**config.mk**
```make
export PLATFORM = sky130hd
export DESIGN_NAME = tcw_fifo
export DESIGN_NICKNAME = d
export VERILOG_FILES = /design/src/design/tcw_pkg.sv /design/src/design/tcw_fifo.sv
export SDC_FILE = /design/constraint.sdc
export NUM_CORES = 1
export LEC_CHECK = 0
export BUFFER_PORTS_ARGS = -buffer_cell sky130_fd_sc_hd__buf_2
export CAP_MARGIN = 20
export CORE_ASPECT_RATIO = 0.9
export CORE_MARGIN = 8
export CORE_UTILIZATION = 50
export CTS_CLUSTER_DIAMETER = 40
export DETAILED_ROUTE_END_ITERATION = 6
export GPL_ROUTABILITY_DRIVEN = 1
export GPL_TIMING_DRIVEN = 1
export PLACE_DENSITY = 0.81
export RECOVER_POWER = 50
export SETUP_SLACK_MARGIN = 0.05
export SLEW_MARGIN = 20
export SYNTH_ARGS = -nofsm -noshare
export SYNTH_HDL_FRONTEND = slang
export SYNTH_SLANG_ARGS = --single-unit
```
**constraint.sdc**
```tcl
create_clock -name i_clk -period 2.2 [get_ports i_clk]
set_clock_uncertainty 0.1 [all_clocks]
set_input_delay 0.11 -clock i_clk [delete_from_list [all_inputs] [get_ports i_clk]]
set_output_delay 0.11 -clock i_clk [all_outputs]
set_load 0.05 [all_outputs]
```
**src/design/tcw_pkg.sv**
```systemverilog
`timescale 1ns / 1ps

package tcw_pkg;

    // func codes on the input channel
    localparam logic [1:0] FUNC_PUT   = 2'd0;
    localparam logic [1:0] FUNC_CLEAR = 2'd1;
    localparam logic [1:0] FUNC_READ  = 2'd2;

    // register byte address on the configuration port
    localparam logic [1:0] REG_ATTR = 2'd0;

    localparam logic [7:0] ATTR_RESET = 8'h05;

    localparam logic [7:0] CHAR_NEWLINE = 8'h0A;
    localparam logic [7:0] CHAR_RETURN  = 8'h0D;
    localparam logic [7:0] CHAR_TAB     = 8'h09;
    localparam logic [7:0] BLANK_CODE   = 8'h20;

    localparam int unsigned TAB_STEP = 8;

    typedef enum logic [2:0] {
        OP_STORE,
        OP_NEWLINE,
        OP_RETURN,
        OP_TAB,
        OP_CLEAR,
        OP_READ,
        OP_NOP
    } t_op;

    typedef struct packed {
        t_op         op;
        logic [7:0]  char_code;
        logic [10:0] cell_addr;
    } t_cmd;

    typedef enum logic [3:0] {
        S_IDLE,
        S_LIN,
        S_PHYS,
        S_WRITE,
        S_MOVE,
        S_BLANK,
        S_CLEAR,
        S_RREQ,
        S_DONE
    } t_state;

endpackage

```
**src/design/tcw_fifo.sv**
```systemverilog
`timescale 1ns / 1ps

module tcw_fifo (
    input  logic          i_clk,
    input  logic          i_rst_n,
    input  logic          i_push,
    input  tcw_pkg::t_cmd i_cmd,
    output logic          o_full,
    input  logic          i_pop,
    output logic          o_valid,
    output tcw_pkg::t_cmd o_cmd
);

    tcw_pkg::t_cmd r_slot [2];
    logic          r_wp;
    logic          r_rp;
    logic [1:0]    r_count;

    assign o_full  = (r_count == 2'd2);
    assign o_valid = (r_count != 2'd0);
    assign o_cmd   = r_slot[r_rp];

    always_ff @(posedge i_clk) begin
        if (!i_rst_n) begin
            r_wp    <= 1'b0;
            r_rp    <= 1'b0;
            r_count <= 2'd0;
        end else begin
            if (i_push) begin
                r_wp <= !r_wp;
            end
            if (i_pop) begin
                r_rp <= !r_rp;
            end
            if (i_push && !i_pop) begin
                r_count <= r_count + 2'd1;
            end else if (i_pop && !i_push) begin
                r_count <= r_count - 2'd1;
            end
        end
    end

    always_ff @(posedge i_clk) begin
        if (i_push) begin
            r_slot[r_wp] <= i_cmd;
        end
    end

endmodule

```
# Yosys cells after proc, flatten, opt, wreduce, memory -nomap -nowiden
# Memories as Yosys holds them, arrays and structs flattened. A register that Yosys moved wholly into a read port is not among the register bits.
# Index checks and enable logic that the tools add are counted.
[totals]
ram_bits = 44
reg_bits = 4
n_memories = 1
[mem_list]
columns = ["name", "words", "width", "read_ports", "rd_ports_with_merged_regs", "write_ports", "line", "text"]
rows = [
  ["r_slot", 2, 22, 1, 1, 1, "tcw_fifo.sv:14", "tcw_pkg::t_cmd r_slot [2];"],
]
[op_classes]
n_addsub = 2
n_reduce_logical = 8
eq_ne = 1
mux = 6
[ops]
columns = ["operator", "n"]
rows = [
  ["zero test 1 bit", 4],
  ["2-to-1 mux 1 bit", 4],
  ["2-to-1 mux 2 bit", 2],
  ["nonzero test 2 bit", 2],
  ["adder 2 x 1 -> 2 bit, second input constant", 1],
  ["== test 2 bit, second input constant", 1],
  ["logical AND 1 bit", 2],
  ["subtractor 2 x 1 -> 2 bit, second input constant", 1],
]

# Longest topological paths before layout
[depth]
word_depth = 4
ltp_mapped = 5

# Worst setup path before layout
# No wires, ideal clock.
[synth_path]
path_kind = "reg2reg"
startpoint = "register r_wp"
endpoint = "memory r_slot[0][0] (netlist bit) (enable)"
path_stages_with_launch = 2
path_buffers = 0
synth_period_minus_slack_ns = 1.845
arrival_ns = 1.340
path_slack_ns = 0.355
setup_ns = 0.405
required_ns = 1.695
cell_sequence = "dfxtp_1 nor2b_1"
[synth_lines]
columns = ["element", "line", "text"]
rows = [
  ["from (decl)", "tcw_fifo.sv:15", "logic r_wp;"],
  ["from (signal assigned)", "tcw_fifo.sv:30", "r_wp <= !r_wp;"],
  ["to (decl)", "tcw_fifo.sv:14", ""],
]
# Straight into the memory's write port.

==> results.json <==
{
  "status": "complete, no violations",
  "track_usage": 0.131,
  "floorplan.initialDensity": 0.529,
  "via_count": 1043,
  "gr-usage-met1": 0.145,
  "postSynthCellCount": 90,
  "drive_gt1_frac": 0.410,
  "final_common_cell": "sky130_fd_sc_hd__edfxtp_1",
  "route.antenna.remaining_nets": 0,
  "cap_viol_max_count": 0,
  "period_minus_slack_ns": 1.62,
  "finish.instance_area_sq_um": 2420,
  "p_per_area_nw_per_um2": 822,
  "r2r_end": "r_slot[1][14]",
  "clkLatencyLatePin_ns": 0.30,
  "grt_setup_unrepaired": "no",
  "antenna_violations_before_repair": 0,
  "hold_path_class": "input port to flop",
  "post_synth.cell_area_avg_sq_um": 20.0,
  "timing_worst_slew_pin_value_ns": 0.543,
  "cts.hold.buffers_added": 23,
  "timing.critical_path.required_ns": 1.99,
  "io_pins": 50,
  "ir_drop_v": 0.000643,
  "final.fill_count": 252,
  "globalRoute.busiestLayer": "met2",
  "layout.cells.most_common_list": "sky130_fd_sc_hd__edfxtp_1, sky130_fd_sc_hd__buf_2, sky130_fd_sc_hd__dlygate4sd3_1, sky130_fd_sc_hd__mux2_2, sky130_fd_sc_hd__clkbuf_1",
  "critical_path.startpoint_type": "flop",
  "post_dp_cell_area_sq_um": 2130,
  "report.final.setup_viol": 0,
  "h-tree-depth": 2,
  "core_area_sq_um": 3400,
  "clock_tree.root_cell": "sky130_fd_sc_hd__clkbuf_8",
  "count_of_buffers_added_by_post_cts_timing_repair_for_setup": 0,
  "drv_slew": 0,
  "global_placement_routability_congestion": 0.663,
  "timing.max_slew.rel_slack": 0.638,
  "globalRoute.totalOverflow": 0,
  "synthesis.nets": 117,
  "antenna_cells": 0,
  "worstRegToRegCells": 2,
  "cts_tree": "yes",
  "worstReg2RegStart": "r_wp",
  "ys_seq_elements": 49,
  "cts.reportedPaths.clkPinSlew_ns": 0.08,
  "design.die.area_sq_um": 5780,
  "p_leak_uw": 0.000912,
  "wl_per_cell_um": 16.1,
  "post_cts_resize_count": 0,
  "crit_end": "o_cmd[1]",
  "numClockSinks": 49,
  "number_of_global_route_vias_before_repair": 1176,
  "gr_met3_demand_resource": 0.0579,
  "detail_route.wirelength_um": 3500,
  "final_hold_viol_count": 0,
  "crit_fanout": 12,
  "critPathKind": "flop to primary output",
  "die_w_um": 79.3,
  "min_period_over_period": 0.738,
  "mappedNetlistArea_sq_um": 1800,
  "nNetsFinal": 199,
  "drc": 0,
  "setup.worst_path.end_class": "primary output",
  "drt_iter0_drc": 59,
  "cts.path.max_buffers": 2,
  "port_buffer_count": 49,
  "dr.pass1.iters": 4,
  "yosys_warnings": 0,
  "count_of_unique_library_cells_instantiated_by_yosys": 16,
  "first_pass_grt_wire_length_um": 5750,
  "viasPerCell": 4.81,
  "largest_net_degree_at_the_start_of_global_routing": 17,
  "met2_usage": 0.218,
  "cts-buffers-inserted": 5,
  "die_height_um": 72.9,
  "setup_tns_ns": 0,
  "synth_seq_area_share": 0.789,
  "crit_arrival_ns": 1.41,
  "maxClockFrequency_mhz": 616,
  "place.detailed.hpwl_um": 2460,
  "row_count": 20,
  "areaGrowthSynthToFinish_pct": 34.6,
  "rrSetupSlack_ns": 0.70
}
-- how the worst min path moves through the flow --
| stage | start | cells after the start | endpoint | slack (ns) |
|---|---|---|---|---|
| after detailed placement | i_cmd[19] | 1 | r_slot[0][19] | 0.21 |
| after global routing | i_pop | 3 | flop | 0.09 |
| final | i_push | 3 | r_wp | 0.07 |
| after CTS | i_push | 3 | r_wp | 0.06 |
| after global placement | i_cmd[14] | 1 | r_slot[0][14] | 0.20 |
| after floorplan | i_cmd[0] | 0 | r_slot[0][0] | 0.11 |
-- per-stage QoR --
step / power [uW] / utilization / hold slack, ns / cells / setup slack [ns]
final: 1990 / 0.712 / 0.0715 / 217 / 0.576
after global routing: 2070 / 0.712 / 0.0854 / 217 / 0.518
after CTS: 2020 / 0.719 / 0.0592 / 217 / 0.554
after detailed placement: 1490 / 0.626 / 0.206 / 186 / 0.803
after global placement: 1480 / 0.626 / 0.200 / 186 / 0.845
after floorplan: 1390 / - / 0.109 / 90 / 0.355
-- power breakdown --
part | internal [uW] | switching (uW) | total [uW]
Clock | 219 | 277 | 496
Combinational | 140 | 269 | 409
Sequential | 1070 | 17.2 | 1090
Total | 1430 | 563 | 1990
-- worst max-delay path: stages, from the launching register on --
cell                      delay, ns
sky130_fd_sc_hd__dfxtp_1       0.33
sky130_fd_sc_hd__buf_4         0.20
sky130_fd_sc_hd__mux2_2        0.37
sky130_fd_sc_hd__buf_2         0.21
-- cell families after synthesis --
logic type	Yosys count	share of synthesized area
DFF	49	0.789
muxes	22	0.138
and+or+nand+nor	9	0.0327
AOI/OAI and AO/OA	3	0.0111
xor gates and xnor gates	3	0.0146
buffers and inverters	3	0.00764
adders and majority gates	1	0.00695
-- synth_stat cells --
cell type	count	area, sq um
sky130_fd_sc_hd__nor2b_1	2	12.5
sky130_fd_sc_hd__inv_1	1	3.75
sky130_fd_sc_hd__o21a_1	1	7.51
sky130_fd_sc_hd__and2b_2	1	8.76
sky130_fd_sc_hd__and2_1	4	25.0
sky130_fd_sc_hd__or2_2	1	6.26
sky130_fd_sc_hd__edfxtp_1	44	1320
sky130_fd_sc_hd__ha_1	1	12.5
sky130_fd_sc_hd__dfxtp_1	5	100
sky130_fd_sc_hd__a21boi_1	1	7.51
sky130_fd_sc_hd__buf_2	2	10.0
sky130_fd_sc_hd__or3_1	1	6.26
sky130_fd_sc_hd__xnor2_1	1	8.76
sky130_fd_sc_hd__o21ai_0	1	5.00
sky130_fd_sc_hd__mux2_2	22	248
sky130_fd_sc_hd__xor2_1	2	17.5
-- final cells by class --
type,instances,area (sq um),area share
repair buffers,77,492,0.203
clock buffers,5,68.8,0.0284
well taps,44,55.1,0.0227
inverters,1,3.75,0.00155
multi-input cells,38,365,0.151
flip-flops and latches,49,1420,0.586
clock inverters,3,17.5,0.00723
-- flip-flops by register name (all words and copies together) (netlist names), named ones only --
name,cells
r_slot,44
r_count,2
r_rp,1
r_wp,1
-- metal layers --
metal	vias to the layer above	share of wire
li1	503	-
met3	4	0.078
met2	36	0.50
met1	500	0.40
met4	0	0.015
met5	-	0
Note: power is estimated with default switching activity, not from simulation.
