===== config.mk =====
export PLATFORM = sky130hd
export DESIGN_NAME = tcw_front
export DESIGN_NICKNAME = d
export VERILOG_FILES = /design/src/design/tcw_pkg.sv /design/src/design/tcw_front.sv
export SDC_FILE = /design/constraint.sdc
export NUM_CORES = 1
export LEC_CHECK = 0
export BUFFER_PORTS_ARGS = -buffer_cell sky130_fd_sc_hd__buf_2
export CAP_MARGIN = 20
export CORE_MARGIN = 2
export CORE_UTILIZATION = 43
export DETAILED_ROUTE_END_ITERATION = 16
export PLACE_DENSITY = 0.8
export SYNTH_ARGS = -nofsm -noshare
export SYNTH_HDL_FRONTEND = slang
export SYNTH_SLANG_ARGS = --single-unit

===== constraint.sdc =====
create_clock -name i_clk -period 4.2 [get_ports i_clk]
set_input_delay 0.84 -clock i_clk [delete_from_list [all_inputs] [get_ports i_clk]]
set_output_delay 0.84 -clock i_clk [all_outputs]
set_load 0.01 [all_outputs]

===== src/design/tcw_pkg.sv =====
`timescale 1ns / 1ps

package tcw_pkg;

    // func codes on the input channel
    localparam logic [1:0] FUNC_PUT   = 2'd0;
    localparam logic [1:0] FUNC_CLEAR = 2'd1;
    localparam logic [1:0] FUNC_READ  = 2'd2;

    // register byte address on the configuration port
    localparam logic [1:0] REG_ATTR = 2'd0;

    localparam logic [7:0] ATTR_RESET = 8'h05;

    localparam logic [7:0] CHAR_NEWLINE = 8'h0A;
    localparam logic [7:0] CHAR_RETURN  = 8'h0D;
    localparam logic [7:0] CHAR_TAB     = 8'h09;
    localparam logic [7:0] BLANK_CODE   = 8'h20;

    localparam int unsigned TAB_STEP = 8;

    typedef enum logic [2:0] {
        OP_STORE,
        OP_NEWLINE,
        OP_RETURN,
        OP_TAB,
        OP_CLEAR,
        OP_READ,
        OP_NOP
    } t_op;

    typedef struct packed {
        t_op         op;
        logic [7:0]  char_code;
        logic [10:0] cell_addr;
    } t_cmd;

    typedef enum logic [3:0] {
        S_IDLE,
        S_LIN,
        S_PHYS,
        S_WRITE,
        S_MOVE,
        S_BLANK,
        S_CLEAR,
        S_RREQ,
        S_DONE
    } t_state;

endpackage


===== src/design/tcw_front.sv =====
`timescale 1ns / 1ps

module tcw_front #(
    parameter int COLUMNS = 80,
    parameter int ROWS    = 25
) (
    input  logic          i_clk,
    input  logic          i_rst_n,
    input  logic          i_in_valid,
    output logic          o_in_stall,
    input  logic [1:0]    i_func,
    input  logic [7:0]    i_char_code,
    input  logic [10:0]   i_cell_addr,
    output logic          o_push,
    output tcw_pkg::t_cmd o_cmd,
    input  logic          i_full
);

    localparam int NCELLS = COLUMNS * ROWS;

    logic          r_valid;
    tcw_pkg::t_cmd r_cmd;
    tcw_pkg::t_cmd n_cmd;
    logic          accept;

    assign o_in_stall = r_valid && i_full;
    assign accept     = i_in_valid && !o_in_stall;
    assign o_push     = r_valid && !i_full;
    assign o_cmd      = r_cmd;

    always_comb begin
        n_cmd.char_code = i_char_code;
        n_cmd.cell_addr = i_cell_addr;
        case (i_func)
            tcw_pkg::FUNC_PUT: begin
                case (i_char_code)
                    tcw_pkg::CHAR_NEWLINE: n_cmd.op = tcw_pkg::OP_NEWLINE;
                    tcw_pkg::CHAR_RETURN:  n_cmd.op = tcw_pkg::OP_RETURN;
                    tcw_pkg::CHAR_TAB:     n_cmd.op = tcw_pkg::OP_TAB;
                    default:               n_cmd.op = tcw_pkg::OP_STORE;
                endcase
            end
            tcw_pkg::FUNC_CLEAR: n_cmd.op = tcw_pkg::OP_CLEAR;
            tcw_pkg::FUNC_READ: begin
                // out-of-range reads report zero and touch nothing
                if (32'(i_cell_addr) < 32'(NCELLS)) begin
                    n_cmd.op = tcw_pkg::OP_READ;
                end else begin
                    n_cmd.op = tcw_pkg::OP_NOP;
                end
            end
            default: n_cmd.op = tcw_pkg::OP_NOP;
        endcase
    end

    always_ff @(posedge i_clk) begin
        if (!i_rst_n) begin
            r_valid <= 1'b0;
        end else if (accept) begin
            r_valid <= 1'b1;
        end else if (o_push) begin
            r_valid <= 1'b0;
        end
    end

    always_ff @(posedge i_clk) begin
        if (accept) begin
            r_cmd <= n_cmd;
        end
    end

endmodule


Word-level counts from Yosys, hierarchy flattened
Cells that the tools add are included.
{ "word_totals": {"register_bits": 23, "latchBits": 0, "ramBits": 0, "mem_bits_ro": 0, "memories": 0} }
{ "classes": {"add_sub_neg": 0, "n_mul": 0, "div_mod_pow": 0, "n_lt_le_gt_ge": 1, "n_eq_ne": 5, "shifts": 0, "muxes": 5, "n_bitwise": 0, "reduce_logical": 7} }
{ "ops": {"columns": ["operator", "n"], "rows": [
  ["$eq 8x4->1 const B", 3],
  ["$lt 11x11->1 const B", 1],
  ["$pmux 3 s3", 1],
  ["$pmux 2 s3", 1],
  ["$logic_and 1x1->1", 3],
  ["$eq 2x1->1 const B", 1],
  ["$eq 2x2->1 const B", 1],
  ["$logic_not 1->1", 2],
  ["$logic_not 2->1", 1],
  ["$mux 1", 2],
  ["$mux 2", 1],
  ["$reduce_bool 2->1", 1]
]} }

Logic depth before layout (Yosys ltp)
{ "logic_depth": {"word_depth": 4, "ltp_mapped": 3, "mapped_depth_nobuf": 3} }

Least setup slack after synthesis
Ideal clock, no wire load.
{ "synth_timing": {"path_type": "input port to flip-flop", "from": "input port i_full", "to": "register r_cmd (netlist bit o_cmd[0]) (enable)", "arrival_ns": 2.065, "path_slack_ns": 1.732, "path_stages": 2, "path_buffers": 0, "cell_sequence": "and2_1 -> nor2b_1"} }
{ "synth_between": {"elab_chain_cells": 3} }
{ "synth_rtl": {"columns": ["element", "line_no", "source"], "rows": [
  ["start, declared", "tcw_front.sv:16", "input logic i_full"],
  ["$logic_and 1x1->1", "tcw_front.sv:26", "assign o_in_stall = r_valid && i_full;"],
  ["$logic_not 1->1", "tcw_front.sv:27", "assign accept = i_in_valid && !o_in_stall;"],
  ["$logic_and 1x1->1", "tcw_front.sv:27", null],
  ["named net accept", "tcw_front.sv:24", "logic accept;"],
  ["end signal, assigned", "tcw_front.sv:68", "r_cmd <= n_cmd;"],
  ["end, declared", "tcw_front.sv:22", "tcw_pkg::t_cmd r_cmd;"]
]} }
The timed path passes the listed nets, and every way through them passes these cells.
A chain may end at the register's enable or synchronous reset.

Worst setup path in the final report
{ "layout_timing": {"from": "input port i_full", "to": "output port o_in_stall"} }
{ "layout_between": {"elab_chain_cells": 1} }
{ "layout_rtl": {"columns": ["element", "line_no", "source"], "rows": [
  ["$logic_and 1x1->1", "tcw_front.sv:26", null],
  ["end, declared", "tcw_front.sv:10", "output logic o_in_stall,"]
]} }
Every way passes these cells.

==> results_dict.tcl <==
set metrics [dict create \
    status "complete, no violations" \
    viasPerCell 4.57 \
    slowest_delay_ns 0.17 \
    p_int_uw 325 \
    crit_family "buffers and inverters" \
    fmax_mhz 476 \
    maxCapViolCount 0 \
    worst_pin_slew_ns 0.999 \
    p_leak_nw 0.470 \
    grt_antenna_before_repair 0 \
    die_h_um 47.0 \
    crit_top_cell "buf_2" \
    finalCriticalPeriod_ns 2.10 \
    die_w_um 47.0 \
    synth-seq-area-share_pct 85.5 \
    clk_pin_slew_ns 0.10 \
    fillers 142 \
    drt-wirelength-per-cell_um 12.1 \
    ctsRootBufferMaster "clkbuf_4" \
    dieArea_um2 2210 \
    initialDrtViolationCount 13 \
    grt_pass1_vias 492 \
    end_kind "primary output" \
    post_cts_buffers 0 \
    worst-setup-path-type "input pin to primary output" \
    slew_violations 0 \
    place_congestion 0.663 \
    arrival_ns 1.26 \
    drc 0 \
    dp_slack_ns 1.87 \
    io_buffer_count 48 \
    area_growth_syn_to_layout_pct 37.7 \
    finalNetCount 117 \
    syn_nets 64 \
    rows 15 \
    clock_power_share_pct 22.9 \
    crit_required_ns 3.36 \
    comb_power_share_pct 11.1 \
    hold_path_class "flop to flop" \
    syn_avg_cell_area_um2 20.4 \
    via_count 530 \
    pin_count 49 \
    power.density_nw_per_um2 373 \
    ant_nets 0 \
    dp_hpwl_um 1080 \
    cts.repair.resized 0 \
    cp_max_fo 3 \
    cts_htree_levels 1 \
    synth_seq_cells 23 \
    diodes 0 \
    grt_usage_pct 13.9 \
    dr.pass1.iters 3 \
    ys_warn_count 0 \
    cts.sinks 23 \
    grt_max_degree 23 \
    drive_gt1_share_pct 59.3 \
    critPathBufInv 2 \
    cts_buffer_depth 2 \
    tns_ns 0 \
    skew_ns 0.00849 \
    start_util_pct 46.1 \
    synth_area_um2 796 \
    p_switching_uw 84.1 \
    cts_hold_buffers 0 \
    cts_made_buffers 3 \
    maxSlewHeadroom_pct 33.1 \
    setup_ws_ns 2.10 \
    setup-violations-final 0 \
    drt_wl_total_um 1400 \
    cpMaxStageDelayCell "and2_1" \
    cp-start-kind "input pin" \
    hold_viol 0 \
    rsz0062_at_grt "no" \
    ir_drop_uv 165 \
    core_area_um2 1730 \
    cts_tree "yes" \
    swShare_pct 20.6 \
    yosysUniqueCellTypes 16 \
    pwr-share-seq_pct 66.0 \
    crit_chain "buf_2, and2_1, buf_2" \
    syn_inst 39 \
    grt_pass1_wl_um 2040 \
    period_share_pct 50.0 \
    overflow 0 \
    clk-insertion-delay-late_ns 0.30 \
]
-- logic make-up (layout without fill, tap and decap cells) --
kind of cell	after synthesis	count (layout)	synth area share (%)
AO/OA/AOI/OAI	6	6	6.13
flip-flops	23	23	85.5
AND/OR/NAND/NOR	8	8	6.76
XOR/XNOR	1	1	1.10
buffers and inverters	1	53	0.471
-- worst reg2reg max path: stages (launching register included) --
cell and delay [ns]:
dfxtp_1 0.32, and2_1 0.16, nor2b_2 0.78
-- per-stage QoR --
stage,instances,hold slack [ns],power [mW],util [%],area (um^2)
2_1_floorplan,39,0.631,0.293,-,796
3_3_place_gp,112,0.598,0.320,62.0,1070
3_5_place_dp,112,0.617,0.321,62.0,1070
4_1_cts,116,0.645,0.415,63.5,1100
5_1_grt,116,0.684,0.429,63.5,1100
6_report,116,0.632,0.409,63.5,1100
-- final timing paths --
kind	start	to	slack [ns]	depth (start not counted)
max reg2reg	r_valid	o_cmd[9]	2.57	2
min reg2reg	r_valid	r_valid	0.63	2
min	r_valid	r_valid	0.63	2
max	i_full	o_in_stall	2.10	3
-- layout make-up --
| type | count | area [um^2] | share of cell area [%] |
|---|---|---|---|
| Tap cell | 25 | 31.3 | 2.85 |
| Timing Repair Buffer | 48 | 240 | 21.9 |
| Multi-Input combinational cell | 15 | 114 | 10.4 |
| Sequential cell | 23 | 681 | 62.1 |
| Clock buffer | 4 | 26.3 | 2.40 |
| Inverter | 1 | 3.75 | 0.342 |
-- synth_stat cells --
cell type / number / area, um^2
and2_1: 1 / 6.26
or3_1: 1 / 6.26
nand2_1: 1 / 3.75
nor4b_2: 1 / 15.0
edfxtp_1: 22 / 661
o2bb2ai_1: 1 / 8.76
xnor2_1: 1 / 8.76
nor2_1: 1 / 3.75
o211a_1: 1 / 10.0
dfxtp_1: 1 / 20.0
or2_2: 1 / 6.26
o21a_1: 1 / 7.51
inv_1: 1 / 3.75
a41oi_1: 2 / 17.5
nor2b_1: 2 / 12.5
a21oi_1: 1 / 5.00
-- metal layers --
layer | routed length, um | vias to the layer above | global-route usage (%)
met5 | 0 | - | 0
met1 | 568 | 236 | 16.2
met4 | 18 | 0 | 8.33
met2 | 680 | 32 | 22.5
li1 | - | 260 | -
met3 | 132 | 2 | 4.23
-- power by group through the flow --
stage / registers (mW) / clock network, mW / logic [mW]
finish: 0.270 / 0.0937 / 0.0453
global route: 0.271 / 0.107 / 0.0503
CTS: 0.270 / 0.0987 / 0.0460
detailed placement: 0.275 / 0 / 0.0459
global placement: 0.275 / 0 / 0.0452
floorplan: 0.283 / 0 / 0.0103
-- cell usage in the layout (no fill, tap or decap) --
cell	synthesis	routed
buf_2	0	48
edfxtp_1	22	22
clkbuf_4	0	3
a41oi_1	2	2
and2_1	1	1
nor2b_2	0	1
o211a_1	1	1
inv_1	1	1
nor2_1	1	1
nor4b_2	1	1
a21oi_1	1	1
or2_2	1	1
nand2_1	1	1
xnor2_1	1	1
or3_1	1	1
o2bb2ai_1	1	1
nor2b_1	2	1
o21a_1	1	1
clkbuf_1	0	1
dfxtp_1	1	1
-- registers in the layout (all words and copies together) (netlist names) --
name	flops
o_cmd	22
r_valid	1
No activity file was read; power rests on OpenSTA's default activity.
